--- config.mk ---
export PLATFORM = sky130hd
export DESIGN_NAME = stepper_minute_hand_tracker_top
export DESIGN_NICKNAME = d
export VERILOG_FILES = /design/src/rtl/smht_pkg.sv /design/src/rtl/smht_in_stage.sv /design/src/rtl/smht_stepper.sv /design/src/rtl/stepper_minute_hand_tracker_top.sv
export SDC_FILE = /design/constraint.sdc
export NUM_CORES = 1
export LEC_CHECK = 0
export BUFFER_PORTS_ARGS = -buffer_cell sky130_fd_sc_hd__buf_2
export CAP_MARGIN = 0
export CORE_MARGIN = 5
export CORE_UTILIZATION = 30
export DETAILED_ROUTE_END_ITERATION = 6
export GPL_TIMING_DRIVEN = 0
export HOLD_SLACK_MARGIN = 0.1
export PLACE_DENSITY = 0.42
export SLEW_MARGIN = 15
export SYNTH_ARGS = -nofsm -noshare
export SYNTH_HDL_FRONTEND = slang
export SYNTH_SLANG_ARGS = --single-unit
--- constraint.sdc ---
create_clock -name clk -period 16.7 [get_ports clk]
set_clock_uncertainty 0.1 [all_clocks]
set_input_delay 0.835 -clock clk [delete_from_list [all_inputs] [get_ports clk]]
set_output_delay 0.835 -clock clk [all_outputs]
set_load 0.005 [all_outputs]
--- src/rtl/smht_pkg.sv ---
// ----------------------------------------------------------------------------
// smht_pkg: shared types and constants of the minute-hand stepper tracker
// Input word layout, half-step coil table and fixed time constants.
// ----------------------------------------------------------------------------
package smht_pkg;

  // Fixed field widths
  localparam int MINUTE_W = 6;
  localparam int SECOND_W = 6;
  localparam int COIL_W   = 4;
  localparam int PHASE_W  = 3;
  localparam int HAND_W   = 11;
  localparam int SECS_W   = 12;

  // Time constants
  localparam int SECS_PER_MIN  = 60;
  localparam int SECS_PER_HOUR = 3600;

  // Command codes
  localparam logic CMD_TRACK = 1'b0;
  localparam logic CMD_STOP  = 1'b1;

  // One input word as held in the input register
  typedef struct packed {
    logic                command;
    logic [MINUTE_W-1:0] minute;
    logic [SECOND_W-1:0] second;
  } item_t;

  // Half-step coil pattern per phase, bit0 = first coil
  function automatic logic [COIL_W-1:0] coil_of(input logic [PHASE_W-1:0] ph);
    logic [COIL_W-1:0] pat;
    case (ph)
      3'd0:    pat = 4'h1;
      3'd1:    pat = 4'h3;
      3'd2:    pat = 4'h2;
      3'd3:    pat = 4'h6;
      3'd4:    pat = 4'h4;
      3'd5:    pat = 4'hC;
      3'd6:    pat = 4'h8;
      3'd7:    pat = 4'h9;
      default: pat = 4'h0;
    endcase
    return pat;
  endfunction

endpackage

--- src/rtl/smht_in_stage.sv ---
// ----------------------------------------------------------------------------
// smht_in_stage: input register
// Captures one word from the slave side and holds it until the stepper takes it.
// ----------------------------------------------------------------------------
module smht_in_stage (
  input  logic           clk,
  input  logic           rst,
  input  logic           s_tvalid,
  output logic           s_tready,
  input  logic [15:0]    s_tdata,   // [5:0] minute, [11:6] second, [15:12] zero
  input  logic [0:0]     s_tuser,   // [0] command
  input  logic           take,
  output logic           valid,
  output smht_pkg::item_t item
);

  logic load;

  // Accept when empty or when the held word moves on this cycle
  assign s_tready = !valid || take;
  assign load     = s_tvalid && s_tready;

  // Track occupancy
  always_ff @(posedge clk) begin
    if (rst) begin
      valid <= 1'b0;
    end else if (load) begin
      valid <= 1'b1;
    end else if (take) begin
      valid <= 1'b0;
    end
  end

  // Hold the payload
  always_ff @(posedge clk) begin
    if (load) begin
      item.command <= s_tuser[0];
      item.minute  <= s_tdata[5:0];
      item.second  <= s_tdata[11:6];
    end
  end

endmodule

--- src/rtl/smht_stepper.sv ---
// ----------------------------------------------------------------------------
// smht_stepper: target compare, half-step update and result register
// Compares the scaled time against the stored position without a divider and
// takes at most one half-step per word.
// ----------------------------------------------------------------------------
module smht_stepper #(
  parameter int STEPS_PER_HOUR = 2048
) (
  input  logic                           clk,
  input  logic                           rst,
  input  logic                           in_valid,
  input  smht_pkg::item_t                in_item,
  output logic                           take,
  output logic                           out_valid,
  input  logic                           out_ready,
  output logic [smht_pkg::COIL_W-1:0]    out_coil,
  output logic                           out_stepped,
  output logic                           out_forward,
  output logic [smht_pkg::HAND_W-1:0]    out_hand
);

  localparam int PW = $clog2(STEPS_PER_HOUR);
  localparam int CW = smht_pkg::SECS_W + PW + 2;
  localparam int MW = (PW > smht_pkg::HAND_W) ? PW : smht_pkg::HAND_W;
  localparam logic [PW-1:0] POS_LAST = PW'(STEPS_PER_HOUR - 1);

  logic [PW-1:0]                 position;
  logic [PW-1:0]                 position_next;
  logic [smht_pkg::PHASE_W-1:0]  phase;
  logic [smht_pkg::PHASE_W-1:0]  phase_next;
  logic [smht_pkg::COIL_W-1:0]   coil_hold;
  logic [smht_pkg::COIL_W-1:0]   coil_hold_next;

  logic [CW-1:0] secs;
  logic [CW-1:0] scaled;
  logic [CW-1:0] pos_lo;
  logic [CW-1:0] pos_hi;
  logic          go_fwd;
  logic          go_back;
  logic          do_step;
  logic          load;
  logic [MW-1:0] pos_wide;

  // Move a word when the result register is free or being emptied
  assign take = !out_valid || out_ready;
  assign load = in_valid && take;

  // Scale the time: target = floor(scaled / 3600)
  assign secs   = CW'(in_item.minute) * CW'(smht_pkg::SECS_PER_MIN) + CW'(in_item.second);
  assign scaled = secs * CW'(STEPS_PER_HOUR);

  // Position window [pos*3600, (pos+1)*3600) holds exactly the matching targets
  assign pos_lo = CW'(position) * CW'(smht_pkg::SECS_PER_HOUR);
  assign pos_hi = pos_lo + CW'(smht_pkg::SECS_PER_HOUR);

  assign go_fwd  = (in_item.command == smht_pkg::CMD_TRACK) && (scaled >= pos_hi);
  assign go_back = (in_item.command == smht_pkg::CMD_TRACK) && (scaled < pos_lo);
  assign do_step = go_fwd || go_back;

  // Advance or retreat one half-step, wrap position and phase; a stop word clears the coils
  always_comb begin
    position_next  = position;
    phase_next     = phase;
    coil_hold_next = coil_hold;
    if (in_item.command == smht_pkg::CMD_STOP) begin
      coil_hold_next = '0;
    end else if (go_fwd) begin
      position_next  = (position == POS_LAST) ? '0 : position + PW'(1);
      phase_next     = phase + smht_pkg::PHASE_W'(1);
      coil_hold_next = smht_pkg::coil_of(phase + smht_pkg::PHASE_W'(1));
    end else if (go_back) begin
      position_next  = (position == '0) ? POS_LAST : position - PW'(1);
      phase_next     = phase - smht_pkg::PHASE_W'(1);
      coil_hold_next = smht_pkg::coil_of(phase - smht_pkg::PHASE_W'(1));
    end
  end

  // Update state as the word leaves the input register
  always_ff @(posedge clk) begin
    if (rst) begin
      position  <= '0;
      phase     <= '0;
      coil_hold <= '0;
    end else if (load) begin
      position  <= position_next;
      phase     <= phase_next;
      coil_hold <= coil_hold_next;
    end
  end

  // Result register occupancy
  always_ff @(posedge clk) begin
    if (rst) begin
      out_valid <= 1'b0;
    end else if (load) begin
      out_valid <= 1'b1;
    end else if (out_ready) begin
      out_valid <= 1'b0;
    end
  end

  // Result payload
  assign pos_wide = MW'(position_next);

  always_ff @(posedge clk) begin
    if (load) begin
      out_coil    <= coil_hold_next;
      out_stepped <= do_step;
      out_forward <= go_fwd;
      out_hand    <= pos_wide[smht_pkg::HAND_W-1:0];
    end
  end

  // A forward flag only comes with a step
  a_fwd_implies_step: assert property (@(posedge clk) disable iff (rst)
    out_valid |-> (!out_forward || out_stepped))
    else $error("step_forward set without a step");

  // A stop word leaves the coils off
  a_stop_coils_off: assert property (@(posedge clk) disable iff (rst)
    (load && (in_item.command == smht_pkg::CMD_STOP)) |=> (out_coil == '0 && coil_hold == '0))
    else $error("coils not off after stop");

  // Position stays inside one revolution
  a_pos_range: assert property (@(posedge clk) disable iff (rst)
    position <= POS_LAST)
    else $error("position out of range");

  // Energized coils always match the current phase
  a_coil_phase: assert property (@(posedge clk) disable iff (rst)
    (coil_hold != '0) |-> (coil_hold == smht_pkg::coil_of(phase)))
    else $error("coil pattern does not match phase");

endmodule

--- src/rtl/stepper_minute_hand_tracker_top.sv ---
// ----------------------------------------------------------------------------
// stepper_minute_hand_tracker_top: minute-hand half-step tracker
// Follows the minute hand with at most one half-step per word toward the target
// derived from minute and second.
//
//   channel  dir  tdata bits                                      tuser
//   s_*      in   [5:0] minute, [11:6] second                     [0] command
//   m_*      out  [3:0] coil, [4] stepped, [5] fwd, [16:6] hand   -
//
// One word per cycle sustained while m_tready stays high; a taken word
// waits in the input register, then loads the result register, where
// its result shows on m_tvalid.
// The position compare, scaling and phase update sit between those registers.
// Reset (rst, synchronous) empties both registers and sets position, phase
// and coils to zero. A stalled m_tready holds the result and backs up into
// s_tready once the input register is also full.
// ----------------------------------------------------------------------------
module stepper_minute_hand_tracker_top #(
  parameter int STEPS_PER_HOUR = 2048
) (
  input  logic        clk,
  input  logic        rst,
  input  logic        s_tvalid,
  output logic        s_tready,
  input  logic [15:0] s_tdata,   // [5:0] minute, [11:6] second, [15:12] zero
  input  logic [0:0]  s_tuser,   // [0] command
  output logic        m_tvalid,
  input  logic        m_tready,
  output logic [23:0] m_tdata    // [3:0] coil_pattern, [4] stepped,
                                 // [5] step_forward, [16:6] hand_position,
                                 // [23:17] zero
);

  logic                         take;
  logic                         in_valid;
  smht_pkg::item_t              in_item;
  logic [smht_pkg::COIL_W-1:0]  coil;
  logic                         stepped;
  logic                         forward;
  logic [smht_pkg::HAND_W-1:0]  hand;

  // Input register
  smht_in_stage u_in (
    .clk      (clk),
    .rst      (rst),
    .s_tvalid (s_tvalid),
    .s_tready (s_tready),
    .s_tdata  (s_tdata),
    .s_tuser  (s_tuser),
    .take     (take),
    .valid    (in_valid),
    .item     (in_item)
  );

  // Step logic and result register
  smht_stepper #(
    .STEPS_PER_HOUR (STEPS_PER_HOUR)
  ) u_step (
    .clk         (clk),
    .rst         (rst),
    .in_valid    (in_valid),
    .in_item     (in_item),
    .take        (take),
    .out_valid   (m_tvalid),
    .out_ready   (m_tready),
    .out_coil    (coil),
    .out_stepped (stepped),
    .out_forward (forward),
    .out_hand    (hand)
  );

  // Pack the result word
  assign m_tdata = {7'd0, hand, forward, stepped, coil};

endmodule

# == Word level (Yosys, flattened, before mapping) ==
# Memories as Yosys holds them, arrays and structs flattened.
# Cells that the tools add are included.
# totals
reg_bits,50
rom_bits,64
in_bits,21
output_inout_bits,26
elab_cells,54
mem_count,2
# op_classes
add_sub_neg,6
mul,2
magnitude_cmp,2
n_eq_ne,1
muxes,14
bitwise,1
reduce_logical,14
# mem_list
memory,depth,width,rd,rd_ports_with_merged_regs,write_ports,line_no,rtl
(name not given),8,4,1,0,0,smht_pkg.sv:33,case (ph)
(name not given),8,4,1,0,0,smht_pkg.sv:33,
# op_table
operator,n
11-bit two-way mux,5
25-bit greater-or-equal comparator,1
25-bit by 23-bit less-than comparator with 1-bit output,1
23-bit by 12-bit adder with 24-bit output (second input constant),1
11-bit by 8-bit multiplier with 19-bit output (second input constant),1
12-bit by 6-bit adder with 13-bit output,1
4-bit two-way mux,3
11-bit by 1-bit adder with 11-bit output (second input constant),1
11-bit == test (second input constant),1
11-bit zero test,1
11-bit by 1-bit subtractor with 11-bit output (second input constant),1
6-bit by 4-bit multiplier with 10-bit output (second input constant),1
3-bit two-way mux,2
2-bit nonzero test,3
1-bit logical AND,4
1-bit two-way mux,4
3-bit by 1-bit adder with 3-bit output (second input constant),1
1-bit logical OR,3
3-bit AND reduction,1
3-bit by 1-bit subtractor with 3-bit output (second input constant),1
1-bit zero test,2
1-bit NOT,1

# == Depth between registers and ports, before layout ==
# logic_depth
ltp_word,7
mapped_depth,28
depth_no_buf,27

# == Hierarchy ==
# Synthesis repeated with hierarchy kept, for this count alone.
# hier_totals
hier_cells,642
area_unflattened_um2,5936.9
# by_module_without_submodules
module,instances,cells_per_inst,area_each_um2,seq_area_each_um2
smht_stepper,1,614,5420.2,890.9
smht_in_stage,1,18,445.4,410.4
stepper_minute_hand_tracker_top,1,10,71.3,0.0

# == Least setup slack after synthesis ==
# Ideal clock, no wire load.
# synth_path
path_type,register to register
from,register u_step.position[2]
to,register u_step.out_hand[1] in the netlist's numbering (data pin)
arrival_ns,5.975
required_ns,16.329
setup_slack_ns,10.354
path_stages_with_launch,26
n_path_buf,3
synth_period_minus_slack_ns,6.346
path_cell_list,dfxtp_1 -> inv_1 -> fa_1 -> inv_1 -> ha_1 -> fa_1 -> ha_1 -> ha_1 -> a21o_1 -> a21oi_1 -> o2111a_1 -> a311oi_1 -> a2111oi_2 -> nand4_1 -> nor3_1 -> xnor2_1 -> ha_1 -> nand4_1 -> o21bai_1 -> a211oi_1 -> o211a_1 -> clkbuf_1 -> buf_2 -> buf_2 -> o22a_1 -> o22ai_1
# synth_between
elab_chain_len,6
elab_cells_between_ends,13
cone_classes,add/sub (1); mul (1); order compare (2); eq/ne (1); mux (5); reduce/logical (3)
# synth_rtl
item,line_no,rtl
from (decl),smht_stepper.sv:27,logic [PW-1:0] position;
from (signal assigned),smht_stepper.sv:85,position <= position_next;
11-bit by 8-bit multiplier with 19-bit output,smht_stepper.sv:53,assign pos_lo = CW'(position) * CW'(smht_pkg::SECS_PER_HOUR);
23-bit by 12-bit adder with 24-bit output / 25-bit by 23-bit less-than comparator with 1-bit output (equally long branches),"smht_stepper.sv:54, smht_stepper.sv:57",
25-bit greater-or-equal comparator / 1-bit logical AND (equally long branches),"smht_stepper.sv:56, smht_stepper.sv:57",
1-bit logical AND / 11-bit two-way mux (equally long branches),"smht_stepper.sv:56, smht_stepper.sv:71",
11-bit two-way mux (*),smht_stepper.sv:67,end else if (go_fwd) begin
11-bit two-way mux (*),smht_stepper.sv:65,if (in_item.command == smht_pkg::CMD_STOP) begin
net u_step.pos_wide[1],smht_stepper.sv:42,logic [MW-1:0] pos_wide;
to (signal assigned),smht_stepper.sv:110,out_hand <= pos_wide[smht_pkg::HAND_W-1:0];
to (decl),smht_stepper.sv:19,output logic [smht_pkg::HAND_W-1:0] out_hand
# Mark *: on every way through the listed nets, which the timed path passes. The rest lies on a longest branch.
# A chain may end at the register's enable or synchronous reset.

# == Worst setup path after layout ==
# layout_path
from,register u_step.position[2]
to,register u_step.out_hand[4] in the netlist's numbering (data pin)
# layout_between
elab_chain_len,6
elab_cells_between_ends,15
cone_classes,add/sub (3); mul (1); order compare (2); eq/ne (1); mux (5); reduce/logical (3)
# layout_rtl
item,line_no,rtl
11-bit by 8-bit multiplier with 19-bit output,smht_stepper.sv:53,
23-bit by 12-bit adder with 24-bit output,smht_stepper.sv:54,assign pos_hi = pos_lo + CW'(smht_pkg::SECS_PER_HOUR);
25-bit greater-or-equal comparator,smht_stepper.sv:56,assign go_fwd = (in_item.command == smht_pkg::CMD_TRACK) && (scaled >= pos_hi);
1-bit logical AND,smht_stepper.sv:56,
net u_step.go_fwd,smht_stepper.sv:38,logic go_fwd;
11-bit two-way mux,smht_stepper.sv:67,
11-bit two-way mux,smht_stepper.sv:65,
net u_step.pos_wide[4],smht_stepper.sv:42,
# The timed path passes the listed nets, and every way through them passes these cells.

==> impl_metrics.toml <==
[worst_hold_path]
hold_depth = 2
hp-class = "reg2reg"
min_to = "u_step.coil_hold[1]$_SDFFE_PP0P_"
hold_start = "u_step.coil_hold[1]$_SDFFE_PP0P_"

[clock_network]
ctsRootBufferMaster = "clkbuf_16"
cts_tree = "built"
h-tree-depth = 2
post_cts_buffers = 0
insertion_delay_ns = 0.31
numCtsBuffers = 5
ctsHoldBuffers = 0
clkTransAtPathRegs_ns = 0.07
cts_buffer_depth = 2
cts_num_sinks = 50
postCtsResizedCells = 0

[power]
p_int_mw = 0.4363
vdd_drop_max_mv = 0.04910
switching_share_pct = 47.21
finalPower_mw = 0.8266
static-leakage-power_nw = 2.905
p_per_area_nw_per_um2 = 125.3
p_sw_mw = 0.3902
combPwrFrac_pct = 64.6
pwr-share-seq_pct = 20.7
clkPwrFrac_pct = 14.6

[run_status]
status = "completed"

[placed_design]
dpl-instance-area_um2 = 6431
dpl.hpwl_mm = 12.24
portBuffers = 34
gp_congestion = 0.8914

[cells_and_area]
fillerInstances = 2069
drive_gt1_share_pct = 10.09
diodes = 0
layout.cells.most_common = "ha_1"
fin_area_um2 = 6599
nets = 861
layout_common_cells = "113 x ha_1, 63 x inv_1, 63 x nor2_1"
syn_to_final_growth_pct = 11.71

[timing]
min_period_ns = 8.056
fmax_mhz = 124.1
maxSlewViolCount = 0
final.setup.tns_ns = 0
fin_crit_sh_pct = 48.24
hold_viol_final = 0
grt_setup_unrepaired = "false"
setup_viol = 0
slew_headroom_pct = 38.25
worstMarginPinSlew_ns = 0.9200

[drt]
wl_per_cell_um = 15.28
ant_nets = 0
dr.first_iter.drc_count = 249
wl_mm = 14.81
vias_per_cell = 4.971
drtPass1Iterations = 4
vias = 4817
drc = 0

[setup_path]
crit_slowest_cell = "nor4_1"
critPathMaxFanout = 10
path_buf_inv = 4
cpMostUsedCell = "ha_1"
crit_path_end_kind = "register"
r2r_end = "u_step.out_hand[4]$_DFFE_PP_"
r2r_setup_slack_ns = 8.64
worst-endpoint-required_ns = 16.65
reg2reg_depth = 24
slowest_delay_ns = 0.63
start_kind = "register"
crit_type = "reg2reg"
crit_arrival_ns = 8.00
r2r_start = "u_step.position[2]$_SDFFE_PP0P_"
worstPathCellList = "inv_1 > fa_1 > inv_1 > ha_1 > fa_1 > ha_1 > ha_1 > a21o_1 > a21oi_1 > xnor2_1 > inv_1 > nor4_1 > nand2_1 > nor2_1 > xnor2_1 > ha_1 > nand4_1 > o21bai_1 > a211oi_1 > o211ai_2 > nand2_2 > clkinv_1 > a311oi_1 > a21oi_1"
crit_family = "adder cells"

[global_route]
grt_pass1_vias = 4938
grt_max_degree = 21
grt_usage_pct = 13.69
grt_pass1_wl_mm = 24.77
antenna_found_initial = 0
overflow = 0

[floorplanning]
core_um2 = 19400
io_pins = 47
fp-row-count = 51
die-area_um2 = 22600
die_y_um = 150.3
fp.dieW_um = 150.3
start_util_pct = 30.45

[synth]
yosys_warnings = 0
async_reset_ff_share_pct = 0
synth_edf_count = 30
synth_ff_type = "edfxtp_1"
ys_types = 76
synthCells = 656
synth_seq_cells = 50
avgSynthCellArea_um2 = 9.004
yosysSeqAreaShare_pct = 22.03
syn_area_um2 = 5907

[flow_run]
cap_viol_max_count = 0
==> how the worst max path moves through the flow <==
stage                                         start                           end  slack (ns)  depth (start not counted)
finish              u_step.position[2]$_SDFFE_PP0P_  u_step.out_hand[4]$_DFFE_PP_        8.64                         24
global route        u_step.position[2]$_SDFFE_PP0P_  u_step.out_hand[4]$_DFFE_PP_        8.02                         24
CTS                 u_step.position[2]$_SDFFE_PP0P_  u_step.out_hand[4]$_DFFE_PP_        8.57                         24
detailed placement  u_step.position[2]$_SDFFE_PP0P_  u_step.out_hand[4]$_DFFE_PP_        8.62                         24
global placement    u_step.position[2]$_SDFFE_PP0P_  u_step.out_hand[4]$_DFFE_PP_        8.65                         24
floorplan           u_step.position[2]$_SDFFE_PP0P_  u_step.out_hand[1]$_DFFE_PP_       10.35                         25
==> registers in the layout, indices dropped and copies added, names as in the netlist <==
name and cells:
u_in.item 13, u_in.valid 1, u_step.coil_hold 4, u_step.out_coil 4, u_step.out_forward 1, u_step.out_hand 11, u_step.out_stepped 1, u_step.out_valid 1
u_step.phase 3, u_step.position 11
==> per-stage QoR <==
stage / std cells / util [%] / hold slack [ns] / setup WS [ns]
after CTS: 969 / 34.02 / 0.3795 / 8.569
after floorplan: 662 / - / 0.3257 / 10.35
after detailed placement: 961 / 33.15 / 0.3581 / 8.617
after global placement: 961 / 33.15 / 0.3505 / 8.654
final: 969 / 34.02 / 0.3765 / 8.644
after global routing: 969 / 34.02 / 0.4050 / 8.022
==> worst register-to-register path: cells and delay by family, from the launching register on <==
kind | cells | cell delay [ns]
adder cells (fa/ha/maj) | 6 | 2.22
AO/OA/AOI/OAI | 7 | 2.15
AND/OR/NAND/NOR | 5 | 1.56
buffers and inverters | 4 | 0.81
flip-flops | 1 | 0.56
XOR/XNOR | 2 | 0.39
==> Yosys cell counts (3+ instances only) <==
master,count,area [um2]
o211ai_1,3,22.52
o22ai_1,6,37.54
edfxtp_1,30,900.9
a211oi_1,7,52.55
inv_1,63,236.5
xnor2_1,32,280.3
nand2b_1,4,25.02
ha_1,113,1414
nand4_1,11,68.82
fa_1,24,480.5
buf_2,4,20.02
o21ai_0,27,135.1
o21a_1,8,60.06
xor2_1,11,96.34
clkbuf_1,8,30.03
nor3_1,21,105.1
nand3_1,16,80.08
dfxtp_1,20,400.4
a211o_1,4,35.03
a21oi_1,35,175.2
nand3b_1,5,37.54
nor2_1,63,236.5
mux2i_1,3,30.03
a21boi_0,4,30.03
a2bb2oi_1,3,26.28
buf_4,9,67.56
and2_1,4,25.02
a31oi_1,4,25.02
nor4_1,6,37.54
and3_1,9,56.30
nand2_1,37,138.9
nor2b_1,6,37.54
==> per-layer routing <==
layer,vias up,track usage [%],share of wire [%]
li1,2431,-,-
met1,2286,19.00,49
met2,86,22.27,45
met3,14,2.197,4.5
met4,0,3.385,1.4
met5,-,0,0
==> cells by family after synthesis <==
family	count (synthesis)	share of synthesized area, %
AO/OA/AOI/OAI	141	16.46
XOR/XNOR	43	6.376
adder cells (fa/ha/maj)	137	32.07
buffers and inverters	87	6.439
flip-flops	50	22.03
multiplexers	4	0.6990
other	1	0.06348
AND/OR/NAND/NOR	193	15.87
==> power by group through the flow <==
stage / combinational (mW) / clock (mW) / sequential [mW]
floorplan: 0.396 / 0 / 0.171
global placement: 0.530 / 0 / 0.174
detailed placement: 0.532 / 0 / 0.175
CTS: 0.536 / 0.125 / 0.172
global route: 0.607 / 0.129 / 0.174
finish: 0.534 / 0.121 / 0.171
==> layout make-up <==
cell class              count  area (um2)  area share [%]
multi-input cells         525        4248           64.37
flip-flops and latches     50        1301           19.72
well taps                 265       331.6           5.025
inverters                  64       240.2           3.640
repair buffers             34       170.2           2.579
plain buffers              23       140.1           2.124
clock buffers               5       125.1           1.896
clock inverters             3       42.54          0.6447
(Power assumes the default switching activity.)
